File: src/rtl/b64lw_pkg.sv
// Package for the line-wrapped base64 encoder: job record, character codes,
// line and queue sizes, and the sextet-to-character map.
// No dependencies.
`timescale 1ns / 1ps
`default_nettype none

package b64lw_pkg;

  // Bytes per output line; 48 bytes give 64 characters a line.
  localparam int LINE_BYTES = 48;
  localparam int LINE_POS_W = $clog2(LINE_BYTES);

  // Depth of the job queue between front and back.
  localparam int QUEUE_DEPTH = 4;
  localparam int QPTR_W      = $clog2(QUEUE_DEPTH);
  localparam int QCNT_W      = $clog2(QUEUE_DEPTH + 1);

  localparam logic [6:0] NEWLINE_CHAR = 7'h0A;
  localparam logic [6:0] PAD_CHAR     = 7'h3D;

  // Character slots within one job: the newline, then four group characters.
  localparam logic [2:0] SLOT_NL    = 3'd0;
  localparam logic [2:0] SLOT_FIRST = 3'd1;
  localparam logic [2:0] SLOT_LAST  = 3'd4;

  // Number of alphabet characters in a group; the rest of the four are padding.
  localparam logic [2:0] NSEXT_ONE_BYTE  = 3'd2;
  localparam logic [2:0] NSEXT_TWO_BYTES = 3'd3;
  localparam logic [2:0] NSEXT_FULL      = 3'd4;

  typedef struct packed {
    logic        nl;     // newline leads the job
    logic        grp;    // four group characters follow
    logic [2:0]  nsext;  // alphabet characters among those four
    logic [23:0] word;   // group bits, oldest byte high
  } job_t;

  typedef logic [2:0] slot_t;

  function automatic logic [6:0] sextet_char(input logic [5:0] s);
    if (s < 6'd26) begin
      return 7'd65 + {1'b0, s};
    end else if (s < 6'd52) begin
      return 7'd71 + {1'b0, s};
    end else if (s < 6'd62) begin
      return {1'b0, s} - 7'd4;
    end else if (s == 6'd62) begin
      return 7'd43;
    end else begin
      return 7'd47;
    end
  endfunction

endpackage

`default_nettype wire

File: src/rtl/b64lw_front.sv
// Front end of the encoder: takes bytes, tracks group and line position,
// and turns each byte that prints anything into a job record. Depends on b64lw_pkg.
`timescale 1ns / 1ps
`default_nettype none

module b64lw_front (
  input  wire                clk,
  input  wire                rst,
  input  wire                in_valid,
  output logic               in_stall,
  input  wire  [7:0]         data_byte,
  input  wire                end_of_data,
  input  wire                q_full,
  output logic               q_push,
  output b64lw_pkg::job_t    q_job
);
  import b64lw_pkg::*;

  logic [15:0]           pending_bytes;
  logic [1:0]            group_phase;
  logic [LINE_POS_W-1:0] line_position;
  logic                  seen_first_byte;
  logic                  accept;

  always_comb begin
    in_stall = q_full;
    accept   = in_valid && !q_full;

    q_job.nl  = seen_first_byte && (line_position == '0);
    q_job.grp = (group_phase == 2'd2) || end_of_data;
    unique case (group_phase)
      2'd0: begin
        q_job.nsext = NSEXT_ONE_BYTE;
        q_job.word  = {data_byte, 16'h0000};
      end
      2'd1: begin
        q_job.nsext = NSEXT_TWO_BYTES;
        q_job.word  = {pending_bytes[7:0], data_byte, 8'h00};
      end
      default: begin
        q_job.nsext = NSEXT_FULL;
        q_job.word  = {pending_bytes, data_byte};
      end
    endcase

    // Drop bytes that only fill the group: nothing to print for them.
    q_push = accept && (q_job.nl || q_job.grp);
  end

  always_ff @(posedge clk) begin
    if (rst) begin
      pending_bytes   <= '0;
      group_phase     <= '0;
      line_position   <= '0;
      seen_first_byte <= 1'b0;
    end else if (accept) begin
      if (end_of_data) begin
        pending_bytes   <= '0;
        group_phase     <= '0;
        line_position   <= '0;
        seen_first_byte <= 1'b0;
      end else begin
        seen_first_byte <= 1'b1;
        if (line_position == LINE_POS_W'(LINE_BYTES - 1)) begin
          line_position <= '0;
        end else begin
          line_position <= line_position + 1'b1;
        end
        unique case (group_phase)
          2'd0: begin
            pending_bytes <= {8'h00, data_byte};
            group_phase   <= 2'd1;
          end
          2'd1: begin
            pending_bytes <= {pending_bytes[7:0], data_byte};
            group_phase   <= 2'd2;
          end
          default: begin
            pending_bytes <= '0;
            group_phase   <= 2'd0;
          end
        endcase
      end
    end
  end

endmodule

`default_nettype wire

File: src/rtl/b64lw_queue.sv
// Short job queue between the front and back ends of the encoder.
// Depends on b64lw_pkg.
`timescale 1ns / 1ps
`default_nettype none

module b64lw_queue (
  input  wire                clk,
  input  wire                rst,
  input  wire                push,
  input  b64lw_pkg::job_t    push_job,
  output logic               full,
  input  wire                pop,
  output b64lw_pkg::job_t    pop_job,
  output logic               empty
);
  import b64lw_pkg::*;

  job_t              entries [QUEUE_DEPTH];
  logic [QPTR_W-1:0] wr_ptr;
  logic [QPTR_W-1:0] rd_ptr;
  logic [QCNT_W-1:0] count;

  always_comb begin
    full    = (count == QCNT_W'(QUEUE_DEPTH));
    empty   = (count == '0);
    pop_job = entries[rd_ptr];
  end

  always_ff @(posedge clk) begin
    if (rst) begin
      wr_ptr <= '0;
      rd_ptr <= '0;
      count  <= '0;
    end else begin
      if (push) begin
        wr_ptr <= (wr_ptr == QPTR_W'(QUEUE_DEPTH - 1)) ? '0 : wr_ptr + 1'b1;
      end
      if (pop) begin
        rd_ptr <= (rd_ptr == QPTR_W'(QUEUE_DEPTH - 1)) ? '0 : rd_ptr + 1'b1;
      end
      if (push && !pop) begin
        count <= count + 1'b1;
      end else if (pop && !push) begin
        count <= count - 1'b1;
      end
    end
  end

  always_ff @(posedge clk) begin
    if (push) begin
      entries[wr_ptr] <= push_job;
    end
  end

endmodule

`default_nettype wire

File: src/rtl/b64lw_back.sv
// Back end of the encoder: walks each job one character a cycle into the
// output register while that register is free. Depends on b64lw_pkg.
`timescale 1ns / 1ps
`default_nettype none

module b64lw_back (
  input  wire                clk,
  input  wire                rst,
  input  wire                q_empty,
  input  b64lw_pkg::job_t    q_job,
  output logic               q_pop,
  output logic               out_valid,
  input  wire                out_stall,
  output logic [6:0]         out_char,
  output logic               run_last
);
  import b64lw_pkg::*;

  logic       active;
  job_t       cur_job;
  slot_t      pos;
  slot_t      end_pos;
  logic       out_free;
  logic       finish;
  logic [5:0] sextet;
  logic [6:0] cur_char;

  always_comb begin
    out_free = !out_valid || !out_stall;
    end_pos  = cur_job.grp ? SLOT_LAST : SLOT_NL;
    finish   = active && out_free && (pos == end_pos);
    q_pop    = !q_empty && (!active || finish);

    case (pos)
      3'd1:    sextet = cur_job.word[23:18];
      3'd2:    sextet = cur_job.word[17:12];
      3'd3:    sextet = cur_job.word[11:6];
      default: sextet = cur_job.word[5:0];
    endcase

    if (pos == SLOT_NL) begin
      cur_char = NEWLINE_CHAR;
    end else if (pos <= cur_job.nsext) begin
      cur_char = sextet_char(sextet);
    end else begin
      cur_char = PAD_CHAR;
    end
  end

  always_ff @(posedge clk) begin
    if (rst) begin
      active    <= 1'b0;
      out_valid <= 1'b0;
      pos       <= SLOT_NL;
    end else begin
      if (out_free) begin
        out_valid <= active;
      end
      if (q_pop) begin
        active <= 1'b1;
        pos    <= q_job.nl ? SLOT_NL : SLOT_FIRST;
      end else if (finish) begin
        active <= 1'b0;
      end else if (active && out_free) begin
        pos <= pos + 1'b1;
      end
    end
  end

  always_ff @(posedge clk) begin
    if (active && out_free) begin
      out_char <= cur_char;
      run_last <= (pos == end_pos);
    end
    if (q_pop) begin
      cur_job <= q_job;
    end
  end

endmodule

`default_nettype wire

File: src/rtl/base64_line_wrapped_encoder_unit.sv
// Top level of the line-wrapped base64 encoder: front end, job queue, back end.
// Depends on b64lw_pkg, b64lw_front, b64lw_queue, b64lw_back.
//
//   channel | handshake            | payload
//   --------+----------------------+----------------------------------
//   input   | in_valid / in_stall  | data_byte[7:0], end_of_data
//   output  | out_valid / out_stall| out_char[6:0], run_last
//
// The front end takes one byte every cycle while the job queue has room and
// turns each byte that prints anything into a job (optional newline,
// optional four group characters). The back end prints one character a cycle
// from the output register while out_stall is low; a group is four characters,
// five with a line break, and throughput is set by the single output character register.
// An item passes the job queue and the back end's job register before reaching the output register.
// Reset (rst, synchronous) clears the group, line and queue state and drops
// the output item. out_stall holds the output item; the back end then waits,
// the queue fills and in_stall rises once it is full.
`timescale 1ns / 1ps
`default_nettype none

module base64_line_wrapped_encoder_unit (
  input  wire        clk,
  input  wire        rst,
  input  wire        in_valid,
  output logic       in_stall,
  input  wire  [7:0] data_byte,
  input  wire        end_of_data,
  output logic       out_valid,
  input  wire        out_stall,
  output logic [6:0] out_char,
  output logic       run_last
);
  import b64lw_pkg::*;

  // Jobs handed from the front end to the queue, and from the queue onward.
  job_t push_job;
  job_t pop_job;
  logic q_push;
  logic q_full;
  logic q_pop;
  logic q_empty;

  b64lw_front u_front (
    .clk         (clk),
    .rst         (rst),
    .in_valid    (in_valid),
    .in_stall    (in_stall),
    .data_byte   (data_byte),
    .end_of_data (end_of_data),
    .q_full      (q_full),
    .q_push      (q_push),
    .q_job       (push_job)
  );

  b64lw_queue u_queue (
    .clk      (clk),
    .rst      (rst),
    .push     (q_push),
    .push_job (push_job),
    .full     (q_full),
    .pop      (q_pop),
    .pop_job  (pop_job),
    .empty    (q_empty)
  );

  // Advance one character a cycle whenever the output register frees up.
  b64lw_back u_back (
    .clk       (clk),
    .rst       (rst),
    .q_empty   (q_empty),
    .q_job     (pop_job),
    .q_pop     (q_pop),
    .out_valid (out_valid),
    .out_stall (out_stall),
    .out_char  (out_char),
    .run_last  (run_last)
  );

`ifndef SYNTHESIS
  // Within one job the back end never starves: the next character follows.
  a_no_gap_in_job: assert property (@(posedge clk) disable iff (rst)
    out_valid && !out_stall && !run_last |=> out_valid)
    else $error("gap inside a character run");

  // Padding that is not last is followed straight by more padding, which ends
  // the run.
  a_pad_run: assert property (@(posedge clk) disable iff (rst)
    out_valid && !out_stall && (out_char == PAD_CHAR) && !run_last
    |=> (out_char == PAD_CHAR) && run_last)
    else $error("broken padding run");

  // A newline that does not end its run is followed by an alphabet character.
  a_nl_then_char: assert property (@(posedge clk) disable iff (rst)
    out_valid && !out_stall && (out_char == NEWLINE_CHAR) && !run_last
    |=> (out_char != NEWLINE_CHAR) && (out_char != PAD_CHAR))
    else $error("newline not followed by a group character");
`endif

endmodule

`default_nettype wire

File: config.mk
export PLATFORM = sky130hd
export DESIGN_NAME = base64_line_wrapped_encoder_unit
export DESIGN_NICKNAME = d
export VERILOG_FILES = /design/src/rtl/b64lw_pkg.sv /design/src/rtl/b64lw_front.sv /design/src/rtl/b64lw_queue.sv /design/src/rtl/b64lw_back.sv /design/src/rtl/base64_line_wrapped_encoder_unit.sv
export SDC_FILE = /design/constraint.sdc
export NUM_CORES = 1
export LEC_CHECK = 0
export BUFFER_PORTS_ARGS = -buffer_cell sky130_fd_sc_hd__buf_2
export CORE_MARGIN = 4
export CORE_UTILIZATION = 35
export CTS_CLUSTER_SIZE = 40
export DETAILED_ROUTE_END_ITERATION = 8
export SETUP_SLACK_MARGIN = 0.15
export SYNTH_ARGS = -nofsm -noshare
export SYNTH_HDL_FRONTEND = slang
export SYNTH_HIERARCHICAL = 1
export SYNTH_SLANG_ARGS = --single-unit
File: constraint.sdc
create_clock -name clk -period 5.5 [get_ports clk]
set_input_delay 0.275 -clock clk [delete_from_list [all_inputs] [get_ports clk]]
set_output_delay 0.275 -clock clk [all_outputs]
set_load 0.02 [all_outputs]
==> results of run 1 <==
-- cells in the final DEF (no fill, tap or decap), drive strengths merged, types with 4 or more instances in the layout --
cell type	instances
edfxtp	152
dfxtp	39
nor2	38
mux4	29
inv	27
buf	26
o21ai	21
nand2	19
ha	19
clkbuf	19
and2	17
mux2i	16
a21oi	13
a22oi	11
a32oi	9
a22o	8
a31oi	6
nor2b	6
nand3b	5
nor3	5
clkinv	5
a221o	4
nand3	4
o31ai	4
-- metal layers --
metal  vias to the layer above  GRT usage  part of all wire
met2                       103     0.1969              0.47
li1                       2090          -                 -
met4                         0    0.04028             0.012
met3                        14    0.02771             0.043
met1                      2243     0.1701              0.48
met5                         -          0                 0
-- critical path: cells and delay by family, from the launching register on --
kind | cells | cell delay [ns]
AO/OA/AOI/OAI | 7 | 1.57
adder cells (fa/ha/maj) | 2 | 0.66
flip-flops | 1 | 0.54
buffers and inverters | 3 | 0.40
AND/OR/NAND/NOR | 1 | 0.24
-- stage by stage --
step / worst slack, ns / utilization
CTS: 1.943 / 0.4006
detailed placement: 1.978 / 0.3751
global route: 1.545 / 0.4006
global placement: 2.229 / 0.3751
floorplan: 1.852 / -
finish: 1.875 / 0.4006
-- cell type report --
cell class	instances	area [um2]
fill	2075	13650
inverter	21	81.33
tap	313	391.6
multi-input combinational	286	2584
sequential	191	5348
timing repair buffer	26	140.1
clock buffer	19	432.9
clock inverter	13	147.6
-- registers in the layout (all words and copies together), names as in the netlist, 2 cells and up, named ones only --
register and count:
u_back/out_char 7, u_back/cur_job 28, u_back/pos 3, u_front/group_phase 2, u_queue/wr_ptr 2, u_queue/count 3
u_front/pending_bytes 16, u_front/line_position 6, u_queue/entries 116, u_queue/rd_ptr 2
-- logic make-up after synthesis --
family	after synthesis
AND/OR/NAND/NOR	112
multiplexers	46
flip-flops	191
XOR/XNOR	5
AO/OA/AOI/OAI	103
adder cells (fa/ha/maj)	20
buffers and inverters	46
-- how the worst min path moves through the flow --
stage                                         start                         to  slack (ns)  depth (start not counted)
after floorplan                                 rst              u_back/active        0.34                          1
after global routing                   data_byte[6]   u_front/pending_bytes[6]        0.16                          3
after detailed placement  u_front/pending_bytes[10]  u_front/pending_bytes[10]        0.47                          2
after global placement    u_front/pending_bytes[11]  u_front/pending_bytes[11]        0.47                          2
final                                  data_byte[6]   u_front/pending_bytes[6]        0.15                          3
after CTS                              data_byte[7]   u_front/pending_bytes[7]        0.14                          3
-- power by group through the flow --
| stage | logic, mW | registers (mW) | clock network (mW) |
|---|---|---|---|
| floorplan | 1.08 | 2.01 | 0 |
| global placement | 1.34 | 2.05 | 0 |
| detailed placement | 1.37 | 2.06 | 0 |
| CTS | 1.38 | 2.03 | 1.22 |
| global route | 1.52 | 2.05 | 1.30 |
| finish | 1.39 | 2.02 | 1.19 |
==> results.toml, run 1 <==
[detailed_routing]
drt_iter0_drc = 291
finalWirelength_um = 15400
ant_nets = 0
num_vias = 4450
drt-wirelength-per-cell_um = 17.73
detail_route.first_pass.iterations = 5
viasPerCell = 5.121
drc = 0

[setup_path]
r2r-start = "u_back/pos[2]"
crit_top_cell = "inv_1"
endpoint_kind = "flip-flop"
crit_path_cell_trace = "inv_1 > ha_1 > and2_1 > a221o_1 > a21oi_4 > inv_1 > ha_1 > inv_1 > o21ai_0 > a31oi_1 > o21a_2 > a222oi_1 > o41ai_1"
rr_worst_depth = 13
critical_path.startpoint = "u_back/pos[2]"
r2r-end = "u_back/out_char[5]"
cp_max_fo = 12
cp.arrival_ns = 3.83
cp_slowest_cell = "dfxtp_1"
crit_end = "u_back/out_char[5]"
critPathLaunchType = "flip-flop"
ff2ff_setup_slack_ns = 1.87
critical_path_class = "reg -> reg"
required_ns = 5.71
critPathMaxStageDelay_ns = 0.54

[logic_synthesis]
synth-seq-cells = 191
synth_commonest_cells = "152 x edfxtp_1, 39 x dfxtp_1, 37 x nor2_1"
yosysWarnings = 6
synthAdderAreaFrac = 0.03163
synthesis.nets = 556
yosysMostFrequentCell = "edfxtp_1"
synth_area_leaders = "edfxtp_1 56%, dfxtp_1 9.6%, mux4_2 7.7%, ha_1 2.9%, nor2_1 1.7%"
dominantRegCellSynth = "edfxtp_1"
synth.avg_cell_area_um2 = 15.58
synth-async-reset-ratio = 0
synth_compound_area_frac = 0.09780
synth-seq-area-share = 0.6559
synth_top_family_by_area = "multiplexers"
synth_mux_area_frac = 0.1052
synth_xor_area_frac = 0.005374
netlist_instances = 523
synth_edf_count = 152
yosys.area.top_type = "edfxtp_1"
synth_cell_type_count = 73
netlist.area_leader.share = 0.5601
syn-cell-area_um2 = 8149
yosys.area_share.simple = 0.07616

[clock_tree]
ctsResizeCount = 0
path_clk_slew_ns = 0.07
cts_root_buf = "clkbuf_16"
clock_path_buffers = 2
cts_setup_buffers = 0
insertion_delay_ns = 0.43
cts.sinks = 191
cts_tree = "done"
cts_hold_buf = 0
htreeDepth = 4
numCtsBuffers = 17

[timing]
finalMaxSlewViolations = 0
setup_viol = 0
hold-worst-slack_ns = 0.1468
slew_headroom = 0.3184
rsz0062_at_grt = "no"
min_period_ns = 3.625
finalCritPeriodShare = 0.6591
fmax_ghz = 0.2758
finalSetupTns_ns = 0
skew_ns = 0.01550
finalHoldViolCount = 0
tightest_slew_ns = 1.022

[floorplan]
dieArea_um2 = 25790
dieWidth_um = 160.6
rows = 55
start_util = 0.3578
pin_count = 23
fp.dieH_um = 160.6
fp.coreArea_um2 = 22780

[finish]
syn2layout_area_growth_pct = 11.98
layout-drive-gt1-share = 0.2050
num_antenna_cells = 0
final_area_um2 = 9125
final_nets = 576
instances_no_fill = 869

[power]
internal_power_mw = 3.091
p_comb_frac = 0.301
power.switching_mw = 1.512
power.leakage_nw = 3.007
pwr-share-seq = 0.439
vdd_drop_max_mv = 0.2419
swShare = 0.3285
powerDensity_nw_per_um2 = 504.4
pwr-share-clk = 0.259
total_power_mw = 4.603

[min_path]
min_path_type = "in -> reg"

[place]
hpwlAfterDp_um = 9995
placed_area_um2 = 8544
gp_congestion = 0.8922
dp_cells = 837
io_buffers = 22

[global_route]
grt_max_degree = 40
overflow = 0
antenna_found_initial = 0
grt_pass1_vias = 4449
grt_pass1_wl_um = 24890
grt_usage = 0.1240

[flow_run]
max-cap-violations = 0

[status]
status = "finished clean"
(Power assumes the default switching activity.)
==> run 2, diff against run 1 <==
==> constraint.sdc (replaced) <==
create_clock -name clk -period 3.65 [get_ports clk]
set_input_delay 0.1825 -clock clk [delete_from_list [all_inputs] [get_ports clk]]
set_output_delay 0.1825 -clock clk [all_outputs]
set_load 0.02 [all_outputs]
==> results.toml, run 2 (synthesis gave the netlist of run 1 again) <==
[floorplan]
dieArea_um2 = 25790
fp.coreArea_um2 = 22780
start_util = 0.3578
pin_count = 23
rows = 55
fp.dieH_um = 160.6
dieWidth_um = 160.6

[detailed_routing]
viasPerCell = 5.058
drt-wirelength-per-cell_um = 17.10
num_vias = 4456
detail_route.first_pass.iterations = 7
drt_iter0_drc = 380
finalWirelength_um = 15070
drc = 0
ant_nets = 0

[clock_tree]
path_clk_slew_ns = 0.08
cts_hold_buf = 0
numCtsBuffers = 17
cts_root_buf = "clkbuf_16"
clock_path_buffers = 2
cts_tree = "done"
cts.sinks = 191
insertion_delay_ns = 0.43
htreeDepth = 4

[finish]
final_nets = 588
num_antenna_cells = 0
largest_reg_flops = 116
regMostFlops = "u_queue/entries"
layout-drive-gt1-share = 0.2218
final_area_um2 = 9251
syn2layout_area_growth_pct = 13.53
reg_top3 = "u_queue/entries: 116 flops, u_back/cur_job: 28 flops, u_front/pending_bytes: 16 flops"
final_common_cell = "edfxtp_1"
final_cell_mix = "152 x edfxtp_1, 37 x nor2_1, 37 x dfxtp_1"

[timing]
finalMaxSlewViolations = 0
hold-worst-slack_ns = 0.03716
min_period_ns = 3.377
finalCritPeriodShare = 0.9251
setup_viol = 0
fmax_ghz = 0.2961
tightest_slew_ns = 1.015
rsz0062_at_grt = "no"
skew_ns = 0.01236
slew_headroom = 0.3216
finalSetupTns_ns = 0
finalHoldViolCount = 0

[global_route]
grt_usage = 0.1213
grt_pass1_wl_um = 24530
grt_pass1_vias = 4488
grt_max_degree = 40
antenna_found_initial = 0
overflow = 0

[place]
placed_area_um2 = 8592
gp_congestion = 0.8781
io_buffers = 22
hpwlAfterDp_um = 9803

[setup_path]
ff2ff_setup_slack_ns = 0.27
r2r-end = "u_back/out_char[5]"
critical_path.startpoint = "u_back/pos[1]"
required_ns = 3.87
critPathLaunchType = "flip-flop"
cp_slowest_cell = "a221o_1"
critical_path_class = "reg -> reg"
critPathMaxStageDelay_ns = 0.40
crit_top_cell = "inv_1"
crit_path_cell_trace = "inv_1 > ha_1 > and2b_2 > a221o_1 > a21oi_4 > inv_1 > ha_1 > inv_1 > o21ai_0 > a31oi_1 > o21a_2 > a222oi_1 > o41ai_2"
endpoint_kind = "flip-flop"
r2r-start = "u_back/pos[1]"
rr_worst_depth = 13
cp_max_fo = 6
cp.arrival_ns = 3.60

[power]
powerDensity_nw_per_um2 = 767.4
power.leakage_nw = 3.084
internal_power_mw = 4.746
p_comb_frac = 0.301
total_power_mw = 7.099
pwr-share-seq = 0.435
vdd_drop_max_mv = 0.4570
power.switching_mw = 2.354
swShare = 0.3315
pwr-share-clk = 0.264

[min_path]
min_from = "data_byte[7]"
whs_endpoint = "u_front/pending_bytes[7]"
min_path_type = "in -> reg"
holdPathStages = 3

[flow_run]
max-cap-violations = 0

[status]
status = "finished clean"
-- run 2: area by class of cell --
type                            instances  area [um2]
Fill cell                            2077       13530
Sequential cell                       191        5348
Multi-Input combinational cell        286        2589
Clock buffer                           17       425.4
Tap cell                              313       391.6
Timing Repair Buffer                   38       230.2
Clock inverter                         15       186.4
Inverter                               21       81.33
-- run 2: worst max-delay path by stage --
stage	endpoint	slack (ns)	depth (start not counted)
final	u_back/out_char[5]	0.27	13
after global routing	u_back/out_char[5]	0.12	13
after CTS	u_back/out_char[5]	0.16	13
after detailed placement	u_back/out_char[5]	0.20	13
after global placement	u_back/out_char[5]	0.46	13
after floorplan	u_queue/count[2]	0.66	12
-- run 2: metrics by stage --
step | worst slack [ns] | util | instances
CTS | 0.1635 | 0.4041 | 876
finish | 0.2732 | 0.4062 | 881
global placement | 0.4631 | 0.3772 | 844
floorplan | 0.6582 | - | 523
global route | 0.1189 | 0.4062 | 881
detailed placement | 0.1954 | 0.3772 | 844
-- run 2: timing repair --
action / in CTS / in global routing
buffers inserted: 0 / 5
resized for setup: 0 / 2
endpoints found under the setup margin: 0 / 4
-- run 2: power groups by stage --
stage                     sequential, mW  clock (mW)  combinational, mW
after global placement              3.15           0               1.95
after global routing                3.15        2.01               2.32
after CTS                           3.11        1.92               2.03
after floorplan                     3.03           0               1.64
after detailed placement            3.16           0               2.02
final                               3.09        1.87               2.14
-- run 2: layer usage --
layer  global-route usage  up-vias  share of wire
met3              0.02900       23          0.039
met5                    0        -              0
met1               0.1659     2219           0.47
met2               0.1903       98           0.47
li1                     -     2116              -
met4              0.04185        0          0.014
-- run 2: worst max-delay path, delay by kind of cell, from the launching register on --
family | cells | cell delay, ns
compound gates | 7 | 1.64
buf+inv | 3 | 0.38
flops | 1 | 0.39
fa+ha+maj | 2 | 0.51
simple gates | 1 | 0.25
